File: src/rtl/urc_pkg.sv
// Shared types and constants for the ultrasonic range controller.
package urc_pkg;

    localparam int CNT_W         = 16;
    localparam int DIST_W        = 11;
    localparam int CFG_IDX_W     = 3;
    localparam int CFG_DATA_W    = 16;
    localparam int SCALE_DIV_DEF = 10000;

    localparam logic [CFG_IDX_W-1:0] CFG_TRIG_LOW  = 3'd0;
    localparam logic [CFG_IDX_W-1:0] CFG_TRIG_HIGH = 3'd1;
    localparam logic [CFG_IDX_W-1:0] CFG_TIMEOUT   = 3'd2;
    localparam logic [CFG_IDX_W-1:0] CFG_SCALE     = 3'd3;

    localparam logic [7:0]       TRIG_LOW_RST  = 8'd5;
    localparam logic [7:0]       TRIG_HIGH_RST = 8'd10;
    localparam logic [CNT_W-1:0] TIMEOUT_RST   = 16'd30000;
    localparam logic [7:0]       SCALE_RST     = 8'd171;

    typedef struct packed {
        logic [7:0]       trig_low_us;
        logic [7:0]       trig_high_us;
        logic [CNT_W-1:0] timeout_us;
        logic [7:0]       speed_scale;
    } t_cfg;

    typedef struct packed {
        logic clear;
        logic step;
    } t_dist_ev;

    typedef struct packed {
        logic trig_level;
        logic busy_res;
        logic done_res;
        logic timed_out;
        logic echo_hit;
    } t_status;

endpackage

File: src/rtl/urc_cfg.sv
// Configuration register bank for the ultrasonic range controller.
module urc_cfg
    import urc_pkg::*;
(
    input  logic                  i_clk,
    input  logic                  i_rst_n,
    input  logic                  i_cfg_valid,
    input  logic [CFG_IDX_W-1:0]  i_cfg_index,
    input  logic [CFG_DATA_W-1:0] i_cfg_data,
    output t_cfg                  o_cfg
);

    t_cfg r_cfg;

    always_ff @(posedge i_clk) begin
        if (!i_rst_n) begin
            r_cfg.trig_low_us  <= TRIG_LOW_RST;
            r_cfg.trig_high_us <= TRIG_HIGH_RST;
            r_cfg.timeout_us   <= TIMEOUT_RST;
            r_cfg.speed_scale  <= SCALE_RST;
        end else if (i_cfg_valid) begin
            case (i_cfg_index)
                CFG_TRIG_LOW:  r_cfg.trig_low_us  <= i_cfg_data[7:0];
                CFG_TRIG_HIGH: r_cfg.trig_high_us <= i_cfg_data[7:0];
                CFG_TIMEOUT:   r_cfg.timeout_us   <= i_cfg_data[CNT_W-1:0];
                CFG_SCALE:     r_cfg.speed_scale  <= i_cfg_data[7:0];
                default: ;
            endcase
        end
    end

    assign o_cfg = r_cfg;

endmodule

File: src/rtl/urc_ctrl.sv
// Trigger and echo sequencer of the ultrasonic range controller.
module urc_ctrl
    import urc_pkg::*;
(
    input  logic     i_clk,
    input  logic     i_rst_n,
    input  logic     i_en,
    input  logic     i_start_req,
    input  logic     i_echo_level,
    input  t_cfg     i_cfg,
    output t_status  o_status,
    output t_dist_ev o_dist_ev
);

    typedef enum logic [1:0] {
        PH_IDLE,
        PH_TLOW,
        PH_THIGH,
        PH_WAIT
    } t_phase;

    t_phase           r_phase, n_phase;
    logic [CNT_W-1:0] r_cnt, n_cnt;
    logic [CNT_W-1:0] r_ecnt, n_ecnt;
    logic             r_seen, n_seen;
    logic             r_prev;
    logic             rising, falling;
    t_status          status;
    t_dist_ev         ev;

    function automatic logic [CNT_W-1:0] sat_inc(input logic [CNT_W-1:0] v);
        return (v == {CNT_W{1'b1}}) ? v : v + 1'b1;
    endfunction

    assign rising  = i_echo_level & ~r_prev;
    assign falling = ~i_echo_level & r_prev;

    always_comb begin
        n_phase = r_phase;
        n_cnt   = r_cnt;
        n_ecnt  = r_ecnt;
        n_seen  = r_seen;
        status  = '0;
        ev      = '0;
        if (r_phase == PH_IDLE && i_start_req) begin
            n_phase  = PH_TLOW;
            n_cnt    = '0;
            n_ecnt   = '0;
            n_seen   = 1'b0;
            ev.clear = 1'b1;
        end
        if (n_phase == PH_TLOW) begin
            if (n_cnt >= CNT_W'(i_cfg.trig_low_us)) begin
                n_phase = PH_THIGH;
                n_cnt   = '0;
            end else begin
                n_cnt = sat_inc(n_cnt);
            end
        end
        if (n_phase == PH_THIGH) begin
            if (n_cnt >= CNT_W'(i_cfg.trig_high_us)) begin
                n_phase = PH_WAIT;
                n_cnt   = '0;
            end else begin
                n_cnt             = sat_inc(n_cnt);
                status.trig_level = 1'b1;
            end
        end
        if (n_phase == PH_WAIT) begin
            n_cnt = sat_inc(n_cnt);
            if (n_seen) begin
                ev.step = (n_ecnt != {CNT_W{1'b1}});
                n_ecnt  = sat_inc(n_ecnt);
            end
            if (rising) begin
                n_seen   = 1'b1;
                n_ecnt   = '0;
                ev.clear = 1'b1;
            end else if (falling && n_seen) begin
                status.done_res = 1'b1;
                status.echo_hit = 1'b1;
            end
            if (!status.done_res && n_cnt >= i_cfg.timeout_us) begin
                status.done_res  = 1'b1;
                status.timed_out = 1'b1;
            end
            if (status.done_res) begin
                n_phase = PH_IDLE;
                n_cnt   = '0;
                n_seen  = 1'b0;
            end
        end
        status.busy_res = (n_phase != PH_IDLE);
    end

    always_ff @(posedge i_clk) begin
        if (!i_rst_n) begin
            r_phase <= PH_IDLE;
            r_cnt   <= '0;
            r_ecnt  <= '0;
            r_seen  <= 1'b0;
            r_prev  <= 1'b0;
        end else if (i_en) begin
            r_phase <= n_phase;
            r_cnt   <= n_cnt;
            r_ecnt  <= n_ecnt;
            r_seen  <= n_seen;
            r_prev  <= i_echo_level;
        end
    end

    assign o_status  = status;
    assign o_dist_ev = ev;

endmodule

File: src/rtl/urc_dist.sv
// Running quotient of echo time times scale over the divisor.
module urc_dist
    import urc_pkg::*;
#(
    parameter int SCALE_DIVISOR = SCALE_DIV_DEF
) (
    input  logic              i_clk,
    input  logic              i_rst_n,
    input  logic              i_en,
    input  t_dist_ev          i_ev,
    input  logic [7:0]        i_scale,
    output logic [DIST_W-1:0] o_dist
);

    localparam int REM_W = $clog2(SCALE_DIVISOR);
    localparam logic [REM_W:0] DIV_V = (REM_W + 1)'(SCALE_DIVISOR);

    logic [DIST_W-1:0] r_q, n_q;
    logic [REM_W-1:0]  r_r, n_r;
    logic [REM_W:0]    sum;

    // The remainder stays below the divisor and the scale is smaller than it,
    // so one compare and subtract per tick keeps the quotient exact.
    assign sum = {1'b0, r_r} + (REM_W + 1)'(i_scale);

    always_comb begin
        n_q = r_q;
        n_r = r_r;
        if (i_ev.clear) begin
            n_q = '0;
            n_r = '0;
        end else if (i_ev.step) begin
            if (sum >= DIV_V) begin
                n_r = REM_W'(sum - DIV_V);
                n_q = (r_q == {DIST_W{1'b1}}) ? r_q : r_q + 1'b1;
            end else begin
                n_r = REM_W'(sum);
            end
        end
    end

    always_ff @(posedge i_clk) begin
        if (!i_rst_n) begin
            r_q <= '0;
            r_r <= '0;
        end else if (i_en) begin
            r_q <= n_q;
            r_r <= n_r;
        end
    end

    assign o_dist = n_q;

endmodule

File: src/rtl/ultrasonic_range_controller_core.sv
// Ultrasonic range controller top level with handshakes and result register.
//
// Each input transfer is one microsecond tick carrying the start request and
// the sampled echo level; every tick yields exactly one result transfer with
// the trigger level, busy, done, timeout flag and distance in centimetres.
// The echo time is scaled by a running quotient that advances with each tick,
// so no divider or multiplier sits in the path.
// Each result is registered and presented in the cycle after its input transfer; one transfer is
// accepted in every cycle while the result side keeps up.
// The single result register decides the input stall: when it holds a result
// and the receiver stalls, o_stall rises and the input waits with it.
// Configuration writes are always ready and take effect on the next tick. The user must
// issue them only while no measurement is in progress; the block does not enforce this.
// A synchronous active-low reset returns the sequencer to idle, clears the
// counters and loads the register defaults: 5 us low, 10 us pulse,
// 30000 us timeout and a scale of 171.
module ultrasonic_range_controller_core
    import urc_pkg::*;
#(
    parameter int SCALE_DIVISOR = SCALE_DIV_DEF
) (
    input  logic                  i_clk,
    input  logic                  i_rst_n,
    input  logic                  i_valid,
    output logic                  o_stall,
    input  logic                  i_start_req,
    input  logic                  i_echo_level,
    output logic                  o_valid,
    input  logic                  i_stall,
    output logic                  o_trig_level,
    output logic                  o_busy_res,
    output logic                  o_done_res,
    output logic                  o_timed_out,
    output logic [DIST_W-1:0]     o_distance_cm,
    input  logic                  i_cfg_valid,
    output logic                  o_cfg_ready,
    input  logic [CFG_IDX_W-1:0]  i_cfg_index,
    input  logic [CFG_DATA_W-1:0] i_cfg_data
);

    t_cfg              cfg;
    t_status           status;
    t_dist_ev          dist_ev;
    logic [DIST_W-1:0] dist_cm;
    logic              in_acc;
    logic              r_out_valid;
    t_status           r_status;
    logic [DIST_W-1:0] r_dist;

    assign o_stall     = r_out_valid & i_stall;
    assign in_acc      = i_valid & ~o_stall;
    assign o_cfg_ready = 1'b1;

    urc_cfg u_cfg (
        .i_clk       (i_clk),
        .i_rst_n     (i_rst_n),
        .i_cfg_valid (i_cfg_valid),
        .i_cfg_index (i_cfg_index),
        .i_cfg_data  (i_cfg_data),
        .o_cfg       (cfg)
    );

    urc_ctrl u_ctrl (
        .i_clk        (i_clk),
        .i_rst_n      (i_rst_n),
        .i_en         (in_acc),
        .i_start_req  (i_start_req),
        .i_echo_level (i_echo_level),
        .i_cfg        (cfg),
        .o_status     (status),
        .o_dist_ev    (dist_ev)
    );

    urc_dist #(
        .SCALE_DIVISOR (SCALE_DIVISOR)
    ) u_dist (
        .i_clk   (i_clk),
        .i_rst_n (i_rst_n),
        .i_en    (in_acc),
        .i_ev    (dist_ev),
        .i_scale (cfg.speed_scale),
        .o_dist  (dist_cm)
    );

    always_ff @(posedge i_clk) begin
        if (!i_rst_n) begin
            r_out_valid <= 1'b0;
        end else if (in_acc) begin
            r_out_valid <= 1'b1;
        end else if (!i_stall) begin
            r_out_valid <= 1'b0;
        end
    end

    always_ff @(posedge i_clk) begin
        if (in_acc) begin
            r_status <= status;
            r_dist   <= status.echo_hit ? dist_cm : '0;
        end
    end

    assign o_valid       = r_out_valid;
    assign o_trig_level  = r_status.trig_level;
    assign o_busy_res    = r_status.busy_res;
    assign o_done_res    = r_status.done_res;
    assign o_timed_out   = r_status.timed_out;
    assign o_distance_cm = r_dist;

endmodule

File: config.mk
export PLATFORM = sky130hd
export DESIGN_NAME = ultrasonic_range_controller_core
export DESIGN_NICKNAME = d
export VERILOG_FILES = /design/src/rtl/urc_pkg.sv /design/src/rtl/urc_cfg.sv /design/src/rtl/urc_ctrl.sv /design/src/rtl/urc_dist.sv /design/src/rtl/ultrasonic_range_controller_core.sv
export SDC_FILE = /design/constraint.sdc
export NUM_CORES = 1
export LEC_CHECK = 0
export BUFFER_PORTS_ARGS = -buffer_cell sky130_fd_sc_hd__buf_2
export CORE_UTILIZATION = 40
export DETAILED_ROUTE_END_ITERATION = 8
export GPL_TIMING_DRIVEN = 0
export PLACE_DENSITY_LB_ADDON = 0.25
export SYNTH_ARGS = -nofsm -noshare
export SYNTH_HDL_FRONTEND = slang
export SYNTH_SLANG_ARGS = --single-unit
File: constraint.sdc
create_clock -name i_clk -period 23.3 [get_ports i_clk]
set_input_delay 2.33 -clock i_clk [delete_from_list [all_inputs] [get_ports i_clk]]
set_output_delay 2.33 -clock i_clk [all_outputs]
set_load 0.01 [all_outputs]
==> flow_metrics.py <==
metrics = {
    "synth": {
        "synth-edff-count": 15,
        "ys_seq_area_share_pct": 28.3,
        "synth-seq-cells": 117,
        "syn_inst": 1178,
        "syn_nets": 1252,
        "ys_types": 94,
        "async_reset_ff_share_pct": 0,
        "syn_area_um2": 8790,
        "yosysWarnings": 0,
        "ys.flop_type": "dfxtp_1",
        "syn_area_per_cell_um2": 7.46,
    },
    "sta": {
        "finalHoldViolations": 0,
        "slew_viol_final": 0,
        "fmax_ghz": 0.0742,
        "min_period_ns": 13.48,
        "setup_violations": 0,
        "rsz0062_at_grt": "no",
        "final.period_utilization_pct": 57.9,
        "max-slew-margin-rel_pct": 14.6,
        "skew_ns": 0.00864,
        "timing.setup.tns_ns": 0,
        "fin_ws_ns": 9.82,
        "worstMarginPinSlew_ns": 1.28,
    },
    "clock_network": {
        "cts_tree": "done",
        "cts_resized": 0,
        "htree_levels": 4,
        "clkTransAtPathRegs_ns": 0.06,
        "clk_path_buf_depth": 2,
        "postCtsSetupBuffers": 0,
        "hold_buffers": 0,
        "numCtsBuffers": 17,
        "clock_sinks": 117,
        "insertion_delay_ns": 0.43,
        "cts_root_buf": "clkbuf_16",
    },
    "cells_and_area": {
        "nNetsFinal": 1311,
        "final_common_cell": "nand2_1",
        "final_util_pct": 46.6,
        "diodes": 0,
        "layout-drive-gt1-share_pct": 9.76,
        "syn2layout_area_growth_pct": 12.9,
        "final_cell_mix": "nand2_1, dfxtp_1, nor2_1, a21oi_1, nand3_1",
    },
    "power_and_ir_drop": {
        "p_leak_uw": 0.00375,
        "p_per_area_nw_per_um2": 67.6,
        "irDropWorstVdd_uv": 46.0,
    },
    "critical_path": {
        "crit_path_end_kind": "flip-flop",
        "worstSetupPathType": "in -> reg",
        "worstSetupStartpointType": "input pin",
        "cp_max_fo": 10,
        "cp_slowest_cell": "a2111oi_0",
        "crit_end": "u_ctrl.r_cnt[6]",
        "r2r_start": "u_ctrl.r_phase[0]",
        "r2r-end": "u_ctrl.r_cnt[6]",
        "r2r_slack_ns": 11.51,
        "worstSetupStartpoint": "i_start_req",
        "crit_top_cell": "clkbuf_1",
        "cp_data_required_time_ns": 23.67,
        "cp.arrival_ns": 13.85,
        "rr_worst_depth": 42,
        "max_stage_delay_ns": 0.74,
    },
    "placed_design": {
        "place_congestion": 0.959,
        "placement.io_buffers": 40,
        "dpl_worst_slack_ns": 9.61,
        "dp_hpwl_mm": 21.6,
    },
    "floorplanning": {
        "placementRows": 53,
        "die_y_um": 150,
        "core_region_area_um2": 21300,
        "boundaryPins": 44,
        "dieArea_um2": 22600,
        "initial_utilization_pct": 41.3,
        "die_x_um": 150,
    },
    "global_route": {
        "grt_pass1_wl_mm": 45.0,
        "grt_max_degree": 25,
        "grt_pass1_vias": 8361,
        "grt_overflow_total": 0,
        "antenna_found_initial": 0,
        "grt_usage_pct": 25.9,
    },
    "drt": {
        "via_per_inst": 5.93,
        "route.detailed.drc": 0,
        "first_pass_iters": 6,
        "ant_nets": 0,
        "wl_mm": 28.4,
        "wl_per_cell_um": 18.6,
        "vias": 9038,
        "drt_iter0_markers": 729,
    },
    "flow_run": {
        "drv_cap": 0,
    },
    "hold_path": {
        "hp-class": "reg -> reg",
    },
    "status": {
        "status": "finished, final reports clean",
    },
}
-- state kept, by name (all words and copies together), names as in the netlist --
name            count
u_ctrl.r_seen       1
o_done_res          1
u_ctrl.r_cnt       16
o_valid             1
u_ctrl.r_ecnt      16
u_dist.r_q         11
o_distance_cm      11
u_ctrl.r_prev       1
o_trig_level        1
o_busy_res          1
u_ctrl.r_phase      2
u_cfg.o_cfg        40
u_dist.r_r         14
o_timed_out         1
-- worst min-delay path by stage --
stage | slack, ns | cells past startpoint | start | end
after global routing | 0.47 | 2 | u_dist.r_r[6] | u_dist.r_r[6]
after detailed placement | 0.45 | 2 | u_cfg.o_cfg[29] | u_cfg.o_cfg[29]
after global placement | 0.44 | 2 | u_cfg.o_cfg[14] | u_cfg.o_cfg[14]
final | 0.45 | 2 | u_cfg.o_cfg[9] | u_cfg.o_cfg[9]
after CTS | 0.46 | 2 | u_cfg.o_cfg[29] | u_cfg.o_cfg[29]
after floorplan | 0.43 | 1 | u_ctrl.r_ecnt[15] | u_ctrl.r_ecnt[15]
-- logic make-up after synthesis --
family / after synthesis / synth area share, %
xor gates and xnor gates: 34 / 3.39
DFF: 117 / 28.3
and+or+nand+nor: 541 / 30.8
AOI/OAI and AO/OA: 306 / 23.7
adders and majority gates: 48 / 6.92
buffers and inverters: 118 / 5.29
other: 1 / 0.0427
muxes: 13 / 1.51
-- Yosys cell counts (all sizes together), types with 4 or more instances --
| library cell | instances | share of area [%] |
|---|---|---|
| nand2 | 182 | 7.8 |
| dfxtp | 102 | 23 |
| nor2 | 100 | 4.3 |
| a21oi | 88 | 5.0 |
| nand3 | 61 | 3.5 |
| inv | 59 | 2.5 |
| o21ai | 55 | 3.1 |
| ha | 47 | 6.7 |
| nor3 | 47 | 2.7 |
| clkbuf | 45 | 1.9 |
| xnor2 | 23 | 2.3 |
| o211ai | 22 | 1.9 |
| and2 | 20 | 1.4 |
| nand4 | 18 | 1.5 |
| and3 | 17 | 1.2 |
| o21a | 16 | 1.4 |
| edfxtp | 15 | 5.1 |
| nor4 | 15 | 1.3 |
| or3 | 15 | 1.1 |
| a31oi | 14 | 1.0 |
| a21o | 13 | 1.1 |
| buf | 13 | 0.81 |
| or2 | 13 | 0.93 |
| a211o | 11 | 1.1 |
| mux2i | 11 | 1.3 |
| xor2 | 11 | 1.1 |
| nand2b | 10 | 0.71 |
| a211oi | 8 | 0.94 |
| o31ai | 8 | 0.68 |
| or4 | 8 | 0.77 |
| a22oi | 7 | 0.60 |
| nor2b | 7 | 0.50 |
| nor4b | 6 | 0.77 |
| a2111oi | 5 | 0.57 |
| and4 | 5 | 0.50 |
| o22ai | 5 | 0.36 |
| a311oi | 4 | 0.40 |
| a31o | 4 | 0.40 |
| nor3b | 4 | 0.40 |
| o211a | 4 | 0.46 |
| o311a | 4 | 0.58 |
-- metal layers --
layer | vias up | global-route usage [%] | share of wire [%] | routed length (um)
met3 | 59 | 4.48 | 7.1 | 2030
met1 | 4234 | 35.4 | 46 | 13000
li1 | 4409 | - | - | -
met4 | 0 | 10.5 | 3.0 | 840
met5 | - | 0 | 0 | 0
met2 | 336 | 40.1 | 44 | 12500
-- report_power, final --
part           total, uW  internal, uW  switching [uW]
clock network        266           167            99.4
logic                182          59.9             122
registers            223           213            9.64
-- area by class of cell --
cell class | count | area, um2
clock buffer | 18 | 429
inverter | 60 | 225
tap | 275 | 344
multi-input combinational | 943 | 5830
buffer | 58 | 240
sequential | 117 | 2490
clock inverter | 14 | 159
fill | 2134 | 11400
timing repair buffer | 40 | 200
-- critical path: cells and delay by family --
kind | cells | cell delay (ns)
buffers and inverters | 11 | 3.19
AO/OA/AOI/OAI | 15 | 4.31
adder cells (fa/ha/maj) | 4 | 1.15
multiplexers | 2 | 0.53
AND/OR/NAND/NOR | 11 | 2.29
-- through the flow --
stage,cell area [um2],instances,hold WS [ns],total power (uW)
after floorplan,8790,1178,0.432,348
after global placement,9340,1493,0.444,402
after detailed placement,9340,1493,0.448,404
after CTS,9920,1525,0.456,670
after global routing,9920,1525,0.468,701
final,9920,1525,0.454,671
Power figures use the tool's default switching activity.
